$ cat config.mk
export PLATFORM = sky130hd
export DESIGN_NAME = leb128_and_fixed_field_decoder_flat
export DESIGN_NICKNAME = d
export VERILOG_FILES = /design/src/leb_pkg.sv /design/src/leb_if.sv /design/src/leb_front.sv /design/src/leb_queue.sv /design/src/leb_back.sv /design/src/leb128_and_fixed_field_decoder.sv /design/src/flat_wrapper.sv
export SDC_FILE = /design/constraint.sdc
export NUM_CORES = 1
export LEC_CHECK = 0
export ABC_AREA = 1
export BUFFER_PORTS_ARGS = -buffer_cell sky130_fd_sc_hd__buf_2
export CORE_UTILIZATION = 56
export DETAILED_ROUTE_END_ITERATION = 8
export GPL_TIMING_DRIVEN = 1
export PLACE_DENSITY = 0.74
export SLEW_MARGIN = 15
export SYNTH_ARGS = -nofsm -noshare
export SYNTH_HDL_FRONTEND = slang
export SYNTH_SLANG_ARGS = --single-unit
$ cat constraint.sdc
create_clock -name i_clk -period 4 [get_ports i_clk]
set_input_delay 0.6 -clock i_clk [delete_from_list [all_inputs] [get_ports i_clk]]
set_output_delay 0.6 -clock i_clk [all_outputs]
set_load 0.03 [all_outputs]
$ cat src/leb_pkg.sv
`timescale 1ns / 1ps

package leb_pkg;

    localparam int LEB_WIDTH = 32;
    localparam logic [63:0] LEB_MASK = {64{1'b1}} >> (64 - LEB_WIDTH);
    localparam int QDEPTH = 4;
    localparam int QPTR_W = $clog2(QDEPTH);

    typedef enum logic [3:0] {
        K_ULEB   = 4'd0,
        K_ULEBM1 = 4'd1,
        K_SLEB   = 4'd2,
        K_U64    = 4'd3,
        K_S64    = 4'd4,
        K_U32    = 4'd5,
        K_S32    = 4'd6,
        K_U16    = 4'd7,
        K_S16    = 4'd8,
        K_U8     = 4'd9,
        K_S8     = 4'd10
    } t_kind;

    typedef struct packed {
        logic [7:0] data;
        t_kind      kind;
        logic [3:0] idx;
        logic       order;
        logic       fin;
        logic       trunc;
    } t_cmd;

    function automatic logic [3:0] fixed_bytes(input t_kind kind);
        logic [3:0] n;
        case (kind)
            K_U64, K_S64: n = 4'd8;
            K_U32, K_S32: n = 4'd4;
            K_U16, K_S16: n = 4'd2;
            default:      n = 4'd1;
        endcase
        return n;
    endfunction

endpackage

$ cat src/leb_if.sv
`timescale 1ns / 1ps

interface leb_in_if;
    logic       valid;
    logic       ready;
    logic [7:0] data_byte;
    logic [3:0] mode;
    logic       region_end;

    modport source (output valid, data_byte, mode, region_end, input ready);
    modport sink (input valid, data_byte, mode, region_end, output ready);
endinterface

interface leb_out_if;
    logic        valid;
    logic        ready;
    logic [63:0] value;
    logic        truncated;

    modport source (output valid, value, truncated, input ready);
    modport sink (input valid, value, truncated, output ready);
endinterface

$ cat src/leb_front.sv
`timescale 1ns / 1ps

module leb_front
    import leb_pkg::*;
(
    input  logic       i_clk,
    input  logic       i_rst_n,
    input  logic       i_valid,
    input  logic [7:0] i_data_byte,
    input  logic [3:0] i_mode,
    input  logic       i_region_end,
    input  logic       i_byte_order,
    input  logic       i_q_full,
    output logic       o_ready,
    output logic       o_push,
    output t_cmd       o_cmd
);

    logic       r_in_field;
    logic       n_in_field;
    t_kind      r_kind;
    t_kind      n_kind;
    logic [3:0] r_idx;
    logic [3:0] n_idx;

    logic       accept;
    logic       drop;
    t_kind      kind;
    logic [3:0] idx;
    logic       done;
    logic       fin;

    assign o_ready = !i_q_full;
    assign accept  = i_valid && o_ready;

    always_comb begin
        kind = r_in_field ? r_kind : t_kind'(i_mode);
        idx  = r_in_field ? r_idx : 4'd0;
        drop = !r_in_field && (i_mode > K_S8);
        if (kind <= K_SLEB) begin
            done = !i_data_byte[7];
        end else begin
            done = (5'(idx) + 5'd1) >= 5'(fixed_bytes(kind));
        end
        fin = done || i_region_end;

        o_push        = accept && !drop;
        o_cmd.data    = i_data_byte;
        o_cmd.kind    = kind;
        o_cmd.idx     = idx;
        o_cmd.order   = i_byte_order;
        o_cmd.fin     = fin;
        o_cmd.trunc   = !done && i_region_end;

        n_in_field = r_in_field;
        n_kind     = r_kind;
        n_idx      = r_idx;
        if (o_push) begin
            n_kind = kind;
            if (fin) begin
                n_in_field = 1'b0;
                n_idx      = 4'd0;
            end else begin
                n_in_field = 1'b1;
                n_idx      = (idx == 4'd15) ? idx : idx + 4'd1;
            end
        end
    end

    always_ff @(posedge i_clk) begin
        if (!i_rst_n) begin
            r_in_field <= 1'b0;
            r_kind     <= K_ULEB;
            r_idx      <= 4'd0;
        end else begin
            r_in_field <= n_in_field;
            r_kind     <= n_kind;
            r_idx      <= n_idx;
        end
    end

endmodule

$ cat src/leb_queue.sv
`timescale 1ns / 1ps

module leb_queue
    import leb_pkg::*;
(
    input  logic i_clk,
    input  logic i_rst_n,
    input  logic i_push,
    input  t_cmd i_cmd,
    input  logic i_pop,
    output logic o_full,
    output logic o_valid,
    output t_cmd o_cmd
);

    t_cmd              r_mem [QDEPTH];
    logic [QPTR_W-1:0] r_wr_ptr;
    logic [QPTR_W-1:0] r_rd_ptr;
    logic [QPTR_W:0]   r_count;

    logic do_push;
    logic do_pop;

    assign o_full  = r_count == (QPTR_W + 1)'(QDEPTH);
    assign o_valid = r_count != '0;
    assign o_cmd   = r_mem[r_rd_ptr];
    assign do_push = i_push && !o_full;
    assign do_pop  = i_pop && o_valid;

    always_ff @(posedge i_clk) begin
        if (do_push) begin
            r_mem[r_wr_ptr] <= i_cmd;
        end
    end

    always_ff @(posedge i_clk) begin
        if (!i_rst_n) begin
            r_wr_ptr <= '0;
            r_rd_ptr <= '0;
            r_count  <= '0;
        end else begin
            if (do_push) begin
                r_wr_ptr <= r_wr_ptr + QPTR_W'(1);
            end
            if (do_pop) begin
                r_rd_ptr <= r_rd_ptr + QPTR_W'(1);
            end
            if (do_push && !do_pop) begin
                r_count <= r_count + (QPTR_W + 1)'(1);
            end else if (do_pop && !do_push) begin
                r_count <= r_count - (QPTR_W + 1)'(1);
            end
        end
    end

endmodule

$ cat src/leb_back.sv
`timescale 1ns / 1ps

module leb_back
    import leb_pkg::*;
(
    input  logic        i_clk,
    input  logic        i_rst_n,
    input  logic        i_valid,
    input  t_cmd        i_cmd,
    output logic        o_pop,
    output logic        o_valid,
    output logic [63:0] o_value,
    output logic        o_truncated,
    input  logic        i_ready
);

    logic [63:0] r_acc;
    logic [63:0] n_acc;
    logic        r_out_valid;
    logic [63:0] r_out_value;
    logic        r_out_trunc;

    logic [6:0]  shift;
    logic [6:0]  top;
    logic [63:0] filled;
    logic [63:0] sleb;
    logic [63:0] result;

    assign o_pop       = i_valid && (!i_cmd.fin || !r_out_valid || i_ready);
    assign o_valid     = r_out_valid;
    assign o_value     = r_out_value;
    assign o_truncated = r_out_trunc;

    always_comb begin
        shift  = 7'(i_cmd.idx) * 7'd7;
        top    = shift + 7'd7;
        n_acc  = r_acc;
        filled = '0;
        sleb   = '0;
        result = '0;
        if (i_cmd.kind <= K_SLEB) begin
            if (shift < 7'(LEB_WIDTH)) begin
                n_acc = (r_acc | (64'(i_cmd.data[6:0]) << shift)) & LEB_MASK;
            end
            filled = (top >= 7'(LEB_WIDTH)) ? LEB_MASK : ~({64{1'b1}} << top);
            sleb   = n_acc | (i_cmd.data[6] ? (LEB_MASK & ~filled) : 64'd0);
            sleb   = sleb | (sleb[LEB_WIDTH-1] ? ~LEB_MASK : 64'd0);
            case (i_cmd.kind)
                K_ULEB:   result = n_acc;
                K_ULEBM1: result = (n_acc - 64'd1) & LEB_MASK;
                default:  result = sleb;
            endcase
        end else begin
            if (i_cmd.order) begin
                n_acc = {r_acc[55:0], i_cmd.data};
            end else begin
                n_acc = r_acc | (64'(i_cmd.data) << {i_cmd.idx[2:0], 3'b000});
            end
            case (i_cmd.kind)
                K_U64, K_S64: result = n_acc;
                K_U32:        result = {32'd0, n_acc[31:0]};
                K_S32:        result = {{32{n_acc[31]}}, n_acc[31:0]};
                K_U16:        result = {48'd0, n_acc[15:0]};
                K_S16:        result = {{48{n_acc[15]}}, n_acc[15:0]};
                K_U8:         result = {56'd0, n_acc[7:0]};
                default:      result = {{56{n_acc[7]}}, n_acc[7:0]};
            endcase
        end
        if (i_cmd.trunc) begin
            result = (i_cmd.kind == K_ULEBM1) ? LEB_MASK : 64'd0;
        end
    end

    always_ff @(posedge i_clk) begin
        if (!i_rst_n) begin
            r_acc       <= '0;
            r_out_valid <= 1'b0;
        end else begin
            if (o_pop) begin
                r_acc <= i_cmd.fin ? 64'd0 : n_acc;
            end
            if (o_pop && i_cmd.fin) begin
                r_out_valid <= 1'b1;
            end else if (i_ready) begin
                r_out_valid <= 1'b0;
            end
        end
    end

    always_ff @(posedge i_clk) begin
        if (o_pop && i_cmd.fin) begin
            r_out_value <= result;
            r_out_trunc <= i_cmd.trunc;
        end
    end

endmodule

$ cat src/leb128_and_fixed_field_decoder.sv
`timescale 1ns / 1ps

// Decodes a byte stream into LEB128 fields (unsigned, unsigned minus one,
// signed) and fixed 8- to 64-bit fields, taking one byte per cycle while the
// command queue has room. The mode is read on the first byte of each field;
// unknown modes on a first byte are dropped. A field cut off by region_end
// yields zero (all ones over the LEB width for the minus-one kind) with
// truncated set. Accepted bytes are written into the command queue; the back
// accumulator registers a field's result onto the output on popping its last
// byte. The input stays ready while the four-item command queue between the
// front classifier and the back accumulator has room, so a stalled output
// holds back the input only once the queue is full. The byte_order register
// is sampled per byte and may only be written while the block is idle.
module leb128_and_fixed_field_decoder
    import leb_pkg::*;
(
    input  logic i_clk,
    input  logic i_rst_n,
    input  logic i_cfg_we,
    input  logic i_cfg_wdata,
    leb_in_if.sink    i_in,
    leb_out_if.source o_out
);

    logic r_byte_order;
    logic q_full;
    logic push;
    t_cmd push_cmd;
    logic pop;
    logic q_valid;
    t_cmd q_cmd;

    always_ff @(posedge i_clk) begin
        if (!i_rst_n) begin
            r_byte_order <= 1'b0;
        end else if (i_cfg_we) begin
            r_byte_order <= i_cfg_wdata;
        end
    end

    leb_front u_front (
        .i_clk        (i_clk),
        .i_rst_n      (i_rst_n),
        .i_valid      (i_in.valid),
        .i_data_byte  (i_in.data_byte),
        .i_mode       (i_in.mode),
        .i_region_end (i_in.region_end),
        .i_byte_order (r_byte_order),
        .i_q_full     (q_full),
        .o_ready      (i_in.ready),
        .o_push       (push),
        .o_cmd        (push_cmd)
    );

    leb_queue u_queue (
        .i_clk   (i_clk),
        .i_rst_n (i_rst_n),
        .i_push  (push),
        .i_cmd   (push_cmd),
        .i_pop   (pop),
        .o_full  (q_full),
        .o_valid (q_valid),
        .o_cmd   (q_cmd)
    );

    leb_back u_back (
        .i_clk       (i_clk),
        .i_rst_n     (i_rst_n),
        .i_valid     (q_valid),
        .i_cmd       (q_cmd),
        .o_pop       (pop),
        .o_valid     (o_out.valid),
        .o_value     (o_out.value),
        .o_truncated (o_out.truncated),
        .i_ready     (o_out.ready)
    );

endmodule

$ cat src/flat_wrapper.sv
// flat-port wrapper written by rule: the top's interface ports become plain ports
module leb128_and_fixed_field_decoder_flat import leb_pkg::*;
  (i_clk, i_rst_n, i_cfg_we, i_cfg_wdata, i_in_valid, i_in_data_byte, i_in_mode, i_in_region_end, i_in_ready, o_out_valid, o_out_value, o_out_truncated, o_out_ready);
  leb_in_if i_in_i ();
  leb_out_if o_out_i ();
  input  logic i_clk;
  input  logic i_rst_n;
  input  logic i_cfg_we;
  input  logic i_cfg_wdata;
  input wire logic [$bits(i_in_i.valid)-1:0] i_in_valid;
  input wire logic [$bits(i_in_i.data_byte)-1:0] i_in_data_byte;
  input wire logic [$bits(i_in_i.mode)-1:0] i_in_mode;
  input wire logic [$bits(i_in_i.region_end)-1:0] i_in_region_end;
  output wire logic [$bits(i_in_i.ready)-1:0] i_in_ready;
  output wire logic [$bits(o_out_i.valid)-1:0] o_out_valid;
  output wire logic [$bits(o_out_i.value)-1:0] o_out_value;
  output wire logic [$bits(o_out_i.truncated)-1:0] o_out_truncated;
  input wire logic [$bits(o_out_i.ready)-1:0] o_out_ready;
  assign i_in_i.valid = i_in_valid;
  assign i_in_i.data_byte = i_in_data_byte;
  assign i_in_i.mode = i_in_mode;
  assign i_in_i.region_end = i_in_region_end;
  assign i_in_ready = i_in_i.ready;
  assign o_out_valid = o_out_i.valid;
  assign o_out_value = o_out_i.value;
  assign o_out_truncated = o_out_i.truncated;
  assign o_out_i.ready = o_out_ready;
  leb128_and_fixed_field_decoder u_core (.i_clk(i_clk), .i_rst_n(i_rst_n), .i_cfg_we(i_cfg_we), .i_cfg_wdata(i_cfg_wdata), .i_in(i_in_i), .o_out(o_out_i));
endmodule
# After elaboration in Yosys (flattened, before gate mapping)

Memories as Yosys holds them, arrays and structs flattened. A register that Yosys moved wholly into a read port is not among the register bits.
Cells that the tools add are included.

$mul: 1
Mux-type cells: 29
Magnitude comparators: 6
Div/mod/pow operators: 0
$add $sub $neg: 8
Bitwise operators: 6
Reductions and logical operators: 30
Equality and inequality tests: 16
Shifts and indexed selects: 3

Operators with widths:

| kind                  | number |
|---|---|
| $mux 64               | 8 |
| $pmux 64 s6           | 1 |
| $or 64x64->64         | 2 |
| $pmux 64 s2           | 1 |
| $mux 32               | 3 |
| $not 32->32           | 2 |
| $or 64x32->64         | 1 |
| $shl 64x7->32 const A | 1 |
| $shl 8x6->64          | 1 |
| $eq 4x3->1 const B    | 8 |
| $or 32x32->32         | 1 |
| $shl 7x7->32          | 1 |
| $sub 32x1->32 const B | 1 |
| $mux 4                | 5 |
| $eq 4x4->1 const B    | 4 |
| $pmux 4 s3            | 1 |
| $logic_and 1x1->1     | 10 |
| $logic_not 1->1       | 9 |
| $eq 4x2->1 const B    | 2 |
| $le 4x2->1 const B    | 2 |
| $reduce_or 2->1       | 4 |
| $add 7x3->7 const B   | 1 |
| $ge 7x6->1 const B    | 1 |
| $lt 7x6->1 const B    | 1 |
| 17 further kinds      | 28 |

Input port bits: 19
Bits in latches: 0
Bits in registers: 147
Memories: 1
Bits in read-only memories: 0
RAM bits: 76

Memories:

| memory               | depth | bits a word | read ports | clocked after memory_dff | wr ports | RTL line        | RTL |
|---|---|---|---|---|---|---|---|
| u_core.u_queue.r_mem | 4     | 19          | 1          | 1                        | 1        | leb_queue.sv:16 | `t_cmd r_mem [QDEPTH];` |

# Longest topological paths before layout

Gate-level depths: netlist of the first run.

Depth in word-level cells: 13
Depth in mapped cells: 30
Mapped depth without buffers: 27

# Cells and area by module

From an unflattened synthesis of the first run, not the netlist that was laid out.

Cells, all modules: 2117
Area, all modules: 15112.0 µm²

By module, submodules not included:

| module                         | times used | seq. area each (µm²) | cells an instance | area an instance (µm²) |
|---|---|---|---|---|
| leb_back                       | 1          | 3253.1               | 1736              | 10840.4 |
| leb_queue                      | 1          | 2462.4               | 253               | 3350.7 |
| leb_front                      | 1          | 180.2                | 122               | 879.6 |
| leb128_and_fixed_field_decoder | 1          | 20.0                 | 6                 | 41.3 |

# Worst setup path after synthesis of the first run

No wires, ideal clock.

Path type: register to register
Start: reg (tool-made name)
End: reg u_core.u_back.r_out_value[28], in the netlist u_core.u_back.o_value[28], data pin
Data arrival time: 4.194 ns
Path slack: -0.458 ns
Period minus slack after synthesis: 4.458 ns
Buffers on the path: 5
Stages on the path, launching flop included: 27
Cells stage by stage: dfxtp_1 > buf_4 > inv_2 > buf_2 > nand2_1 > nand2_2 > buf_2 > buf_2 > fa_1 > ha_1 > fa_1 > a21oi_1 > nand3_2 > buf_6 > o21ai_2 > inv_1 > ha_1 > nand2_1 > nor2_4 > nand3_2 > nor2_2 > nand2_1 > nand2_1 > nand2_1 > nand2_1 > nand2_1 > nand2_1

RTL lines:

| what                   | RTL line       | RTL |
|---|---|---|
| end signal: assignment | leb_back.sv:92 | `r_out_value <= result;` |
| end: declaration       | leb_back.sv:20 | `logic [63:0] r_out_value;` |

==> metrics.cfg, run 1 <==
[floorplanning]
core_sq_um=25200
dieArea_sq_um=26400
pin_count=86
initial_core_util_pct=57.2
die_x_um=162
std_cell_rows=58
die_h_um=162

[cts]
cts_tree=done
clkTransAtPathRegs_ps=70
cts.path.max_buffers=3
ctsRootBufferMaster=clkbuf_16
insertion_delay_ps=570
cts_num_sinks=225
cts-buffers-inserted=26
htreeDepth=1

[synth]
synth_compound_area_share_pct=16.0
synth.area.mux_share_pct=0
yosysSeqAreaShare_pct=41.1
synth_xor_area_share_pct=0.895
post_synth_num_cell_types=52
synth_area_sq_um=14400
yosys_register_bits=225
synth_top_family_by_area=simple AND/OR/NAND/NOR gates
synth_fa_ha_area_share_pct=2.26
synthCells=2023
synth_simple_gate_area_share_pct=32.3
avgSynthCellArea_sq_um=7.12
synth.yosys.warnings=0
synth_nets=2065

[global_routing]
grt_pass1_wl_mm=77.5
grt_start_max_net_pins=65
antenna_found_initial=0
grt_usage_pct=38.2
gr-total-overflow=0
grt_pass1_vias=13766

[timing]
setup_viol_count_final=0
finClkSkew_ps=18.8
min_period_ps=3920
tightest_slew_ps=1050
max_freq_ghz=0.255
rsz0062_at_grt=yes
hold_viol=0
slew_headroom_pct=29.7
period_share_pct=98.0
slew_violations=0

[run_status]
status=complete, no violations

[worst_setup_path]
arrival_ps=4320
reg2reg_slack_ps=80
critPathCaptureType=flip-flop
crit_required_ps=4400
start_kind=flip-flop
crit_type=flip-flop to flip-flop
critPathMaxFanout=12

[cells_and_area]
fin_nets=2210
design_area_sq_um=17300
antenna_cells=0
drive_gt1_share_pct=20.3
syn_to_final_growth_pct=20.3
fill_cells=2110

[detailed_routing]
dr.first_iter.drc_count=2219
detail-route-antenna-nets=0
drc=0
first_pass_iters=7
wl_per_cell_um=20.7
drt_wl_total_mm=52.1
num_vias=15285
via_per_inst=6.07

[placement]
io_buffers=85
placed_area_sq_um=15700
routabilityCongestion=1.02
place_hpwl_mm=35.6

[flow_run]
drv_cap=0

[min_path]
hold_class=primary input to flip-flop

==> final timing paths <==
path,depth (start not counted),endpoint,from
max,20,u_core.u_back.o_value[3],flip-flop
max reg2reg,20,u_core.u_back.o_value[3],flip-flop
min,2,u_core.r_byte_order,i_cfg_we
min reg2reg,2,u_core.u_front.r_kind[0],u_core.u_front.r_kind[0]
==> cell usage in the layout (no fill, tap or decap), drive strengths merged <==
cell type / synthesis / layout
a211oi: 1 / 1
a21boi: 2 / 2
a21o: 1 / 1
a21oi: 136 / 136
a311o: 8 / 8
a31oi: 15 / 15
a32oi: 2 / 2
a41oi: 4 / 4
and2: 2 / 2
buf: 57 / 232
bufinv: 0 / 7
clkbuf: 62 / 32
clkinv: 1 / 8
clkinvlp: 0 / 5
dfxtp: 84 / 84
edfxtp: 141 / 141
fa: 5 / 5
ha: 18 / 18
inv: 128 / 128
nand2: 669 / 669
nand3: 187 / 188
nand3b: 5 / 5
nand4: 15 / 15
nor2: 214 / 214
nor3: 3 / 3
o211a: 1 / 1
o211ai: 33 / 33
o21a: 3 / 3
o21ai: 208 / 208
o22ai: 1 / 1
o31ai: 2 / 2
or2: 2 / 2
xnor2: 3 / 3
xor2: 10 / 10
==> metrics by stage <==
step / setup WS, ps / util (%) / hold slack (ps) / TNS, ps / cells
floorplan: 12.3 / - / 429 / 0 / 2023
global placement: -10.8 / 62.2 / 444 / -16.6 / 2440
detailed placement: 1.44 / 62.2 / 448 / 0 / 2440
CTS: -11.9 / 66.1 / 237 / -20.9 / 2488
global route: -130 / 68.8 / 237 / -1590 / 2518
finish: 78.9 / 68.8 / 246 / 0 / 2518
==> layout make-up <==
class                      count  area [sq um]  share of cell area [%]
multi-input combinational   1551          7800                    45.0
tap                          330           413                    2.38
sequential                   225          5920                    34.2
clock buffer                  29           672                    3.88
inverter                     129           500                    2.89
clock inverter                19           312                    1.80
timing repair buffer         235          1710                    9.89
==> critical path, cell delays in order, from the launching register on <==
cell and delay (ps):
dfxtp_4 420, inv_6 70, nand2_1 80, nand3_2 70, nand2_2 100, inv_4 50
fa_1 480, ha_2 220, fa_2 570, inv_1 40, nor2_1 130, nand4_1 100
buf_4 180, xor2_4 160, nor2_2 120, nand2_4 100, nor2_8 170, nand2_4 100
o211ai_1 380, nand3_1 130, nand2_1 80
==> metal layers <==
metal | track usage [%] | up-vias | part of all wire, %
met4 | 18.4 | 2 | 5.4
met2 | 60.0 | 1083 | 45
li1 | - | 7075 | -
met5 | 1.52 | - | 0.094
met1 | 50.3 | 6932 | 38
met3 | 7.79 | 193 | 12
==> cells in the mapped netlist, drive strengths merged <==
cell type | count | area (sq um)
a41oi | 4 | 35.0
nor3 | 3 | 15.0
o21a | 3 | 22.5
o21ai | 208 | 1040
nand3 | 187 | 991
nand4 | 15 | 100
ha | 18 | 225
edfxtp | 141 | 4230
or2 | 2 | 12.5
o31ai | 2 | 15.0
clkinv | 1 | 3.75
a31oi | 15 | 100
a211oi | 1 | 7.51
a311o | 8 | 80.1
clkbuf | 62 | 233
nor2 | 214 | 917
fa | 5 | 100
o211a | 1 | 10.0
a21o | 1 | 7.51
buf | 57 | 350
o211ai | 33 | 248
inv | 128 | 483
xnor2 | 3 | 33.8
nand2 | 669 | 2570
and2 | 2 | 12.5
o22ai | 1 | 6.26
a32oi | 2 | 25.0
a21boi | 2 | 15.0
a21oi | 136 | 684
nand3b | 5 | 37.5
xor2 | 10 | 95.1
dfxtp | 84 | 1680
==> logic make-up after synthesis <==
logic type,Yosys count
AO/OA/AOI/OAI,417
XOR/XNOR,13
flip-flops,225
buffers and inverters,248
AND/OR/NAND/NOR,1097
adder cells (fa/ha/maj),23
==> timing repair <==
item                       in CTS  in global routing
hold buffers                    0                  0
pin swaps                       0                 41
buffers inserted                0                 27
resized for setup               0                115
setup endpoints to repair       2                 64
cloned                          0                  4
==> state kept, by name (all words and copies together), names as in the netlist, 2 cells and up, named ones only <==
name                     cells
u_core.u_back.o_value       64
u_core.u_back.r_acc         64
u_core.u_front.r_idx         4
u_core.u_front.r_kind        4
u_core.u_queue.r_count       3
u_core.u_queue.r_mem        76
u_core.u_queue.r_rd_ptr      2
u_core.u_queue.r_wr_ptr      2
Power of run 1 is not shown: default switching activity piles up to over one toggle a cycle in this logic, so the estimate is an artifact.
==> inputs of run 2 (changes only) <==
--- a/config.mk
+++ b/config.mk
@@ -5,7 +5,7 @@
 export SDC_FILE = /design/constraint.sdc
 export NUM_CORES = 1
 export LEC_CHECK = 0
-export ABC_AREA = 1
+export ABC_AREA = 0
 export BUFFER_PORTS_ARGS = -buffer_cell sky130_fd_sc_hd__buf_2
 export CORE_UTILIZATION = 56
 export DETAILED_ROUTE_END_ITERATION = 8
==> run 2 against run 1 <==
Against the previous run:
- the run now ends with negative setup slack left
- cell count shrank 19%
- count of clock-buffer cells in the layout grew 5
- highest routed layer is now met4
- sequential cell count is the same
- via count shrank 13%
==> metrics.cfg, run 2 <==
[run_status]
status=finished, violations left
violations=negative setup slack

[synth]
yosys.area.top_type_share_pct=31.7  ; +2.3 points
synth-main-ff-cell=edfxtp_1
synth_edf_count=141  ; unchanged
yosys_register_bits=225  ; unchanged
synth.yosys.warnings=0  ; unchanged
yosysSeqAreaShare_pct=44.3  ; +3.2 points
synth_nets=1523  ; -26%
yosysMostFrequentCell=a21oi_1
synthCells=1481  ; -27%
synth_area_sq_um=13300  ; -7.3%
avgSynthCellArea_sq_um=9.01  ; +27%
post_synth_num_cell_types=82  ; +58%
synth_top_area_cell=edfxtp_1
synthTopCellsByArea=edfxtp_1 (32%), dfxtp_1 (13%), a21oi_1 (7.9%)
ys_async_sr_fraction_pct=0  ; unchanged
synth_common_cells=a21oi_1 (210), nor2_1 (158), nand2_1 (154), edfxtp_1 (141), o21ai_0 (121)

[cts]
cts_tree=done
clkTransAtPathRegs_ps=60  ; about the same
ctsRootBufferMaster=clkbuf_16
cts.path.max_buffers=3  ; unchanged
cts_hold_buf=0  ; unchanged
insertion_delay_ps=550  ; -20 ps
htreeDepth=1  ; unchanged
cts-buffers-inserted=24  ; -7.7%
cts_num_sinks=225  ; unchanged

[floorplanning]
die_h_um=156  ; -3.7%
pin_count=86  ; unchanged
die_x_um=156  ; -3.7%
core_sq_um=23400  ; -7.1%
initial_core_util_pct=57.0  ; -0.13 points
std_cell_rows=56  ; -3.4%
dieArea_sq_um=24500  ; -7.2%

[placement]
io_buffers=85  ; unchanged
routabilityCongestion=1.02  ; about the same
place_hpwl_mm=33.3  ; -6.5%

[cells_and_area]
final_common_cell=a21oi_1
antenna_cells=0  ; unchanged
layout_common_cells=a21oi_1 (190), buf_4 (165), nor2_1 (150)
drive_gt1_share_pct=32.8  ; +12 points
fin_nets=1736  ; -21%
largest_reg_flops=76  ; unchanged
syn_to_final_growth_pct=30.9
top_register=u_core.u_queue.r_mem
final_core_util_pct=74.7  ; +5.9 points

[detailed_routing]
drt_wl_total_mm=49.3  ; -5.3%
drc=0  ; unchanged
detail-route-antenna-nets=0  ; unchanged
wl_per_cell_um=24.3  ; +17%
num_vias=13224  ; -13%
dr.first_iter.drc_count=1758  ; -21%
via_per_inst=6.51  ; +7.3%
first_pass_iters=6  ; -1

[min_path]
hold_path_depth=1  ; -1
hold_class=primary input to flip-flop
hold_path.startpoint=i_in_data_byte[4]

[timing]
slew_headroom_pct=31.3  ; +1.6 points
slew_violations=0  ; unchanged
hold_viol=0  ; unchanged
min_period_ps=4280  ; +355 ps
setup_viol_count_final=64  ; +64
setup_ws_ps=-276  ; -355 ps
tightest_slew_ps=1020  ; -28.9 ps
finClkSkew_ps=18.6  ; -0.160 ps
max_freq_ghz=0.234  ; -8.3%
period_share_pct=107  ; +8.9 points
rsz0062_at_grt=yes

[global_routing]
grt_pass1_wl_mm=72.8  ; -6.0%
grt_pass1_vias=12318  ; -11%
grt_usage_pct=39.5  ; +1.3 points
grt_start_max_net_pins=99  ; +52%
gr-total-overflow=0  ; unchanged
antenna_found_initial=0  ; unchanged

[worst_setup_path]
start_kind=flip-flop
arrival_ps=4560  ; +240 ps
worst_r2r_path_depth=17  ; -15%
crit_type=flip-flop to flip-flop
crit_required_ps=4280  ; -120 ps
critPathMaxFanout=6  ; -6
critPathCaptureType=flip-flop

[flow_run]
drv_cap=0  ; unchanged

run 2: changes by cell type in the layout (fill, tap and decap cells not counted), moves of 28 or more:
cell / previous run / this run
a21oi_1: 131 / 190
and2_1: 2 / 30
buf_4: 132 / 165
inv_1: 114 / 24
nand2_1: 617 / 140
nand2_2: 44 / 13
nand3_1: 169 / 15
nor2_2: 40 / 7
nor2b_1: 0 / 47
o21ai_0: 177 / 72
run 2: worst max-delay path, stage by stage (launching register included):
cell,delay [ps]
dfxtp_4,380
mux4_2,570
fa_1,500
ha_2,210
fa_2,400
nor4b_4,230
nand3_2,110
buf_6,140
a21oi_4,140
and2_4,210
a21oi_4,70
ha_4,190
and3_4,170
and3_4,190
nand4_1,140
nor2_1,90
xor2_1,150
a31oi_1,100
run 2: repair_timing:
| action | CTS | global route |
|---|---|---|
| setup endpoints to repair | 64 | 102 |
| buffers inserted | 19 | 12 |
| pin swaps | 44 | 99 |
| gates cloned | 2 | 4 |
| resized for setup | 107 | 174 |
run 2: worst paths after layout:
check,to,slack (ps)
min,u_core.u_queue.r_mem[0][15],280
max,u_core.u_back.o_value[24],-280
min reg2reg,u_core.u_front.r_kind[0],510
max reg2reg,u_core.u_back.o_value[24],-280
run 2: final cells by class:
cell class,count,area [sq um]
fillers,1724,5930
inverters,26,97.6
well taps,319,399
multi-input cells,1125,8060
repair buffers,292,2260
flip-flops and latches,225,5920
clock buffers,34,648
clock inverters,10,96.3
run 2: cell families (layout without fill, tap and decap cells):
logic type | Yosys count | count (layout) | synth area share (%)
simple gates | 514 | 514 | 18.4
compound gates | 511 | 511 | 23.7
flops | 225 | 225 | 44.3
buf+inv | 131 | 362 | 4.00
mux | 39 | 39 | 4.62
xor+xnor | 38 | 38 | 2.60
fa+ha+maj | 23 | 23 | 2.44
run 2: metrics by stage:
step	std cells	cell area (sq um)	setup WS (ps)	TNS, ps	hold WS (ps)
final	2031	17500	-276	-10050	275
after global routing	2031	17500	-396	-18150	280
after CTS	2020	16700	-220	-3560	263
after detailed placement	1955	15300	-394	-16520	488
after global placement	1955	15300	-287	-11000	484
after floorplan	1481	13500	-435	-10900	459
run 2: metal layers:
layer	wire length (um)	part of all wire, %	GRT usage [%]	up-vias
met4	1910	3.9	14.9	0
met3	5680	12	6.65	147
met5	0	0	0	-
met1	19700	40	55.8	6353
met2	22100	45	60.7	873
li1	-	-	-	5851
Power of run 2 is left out for the same reason.
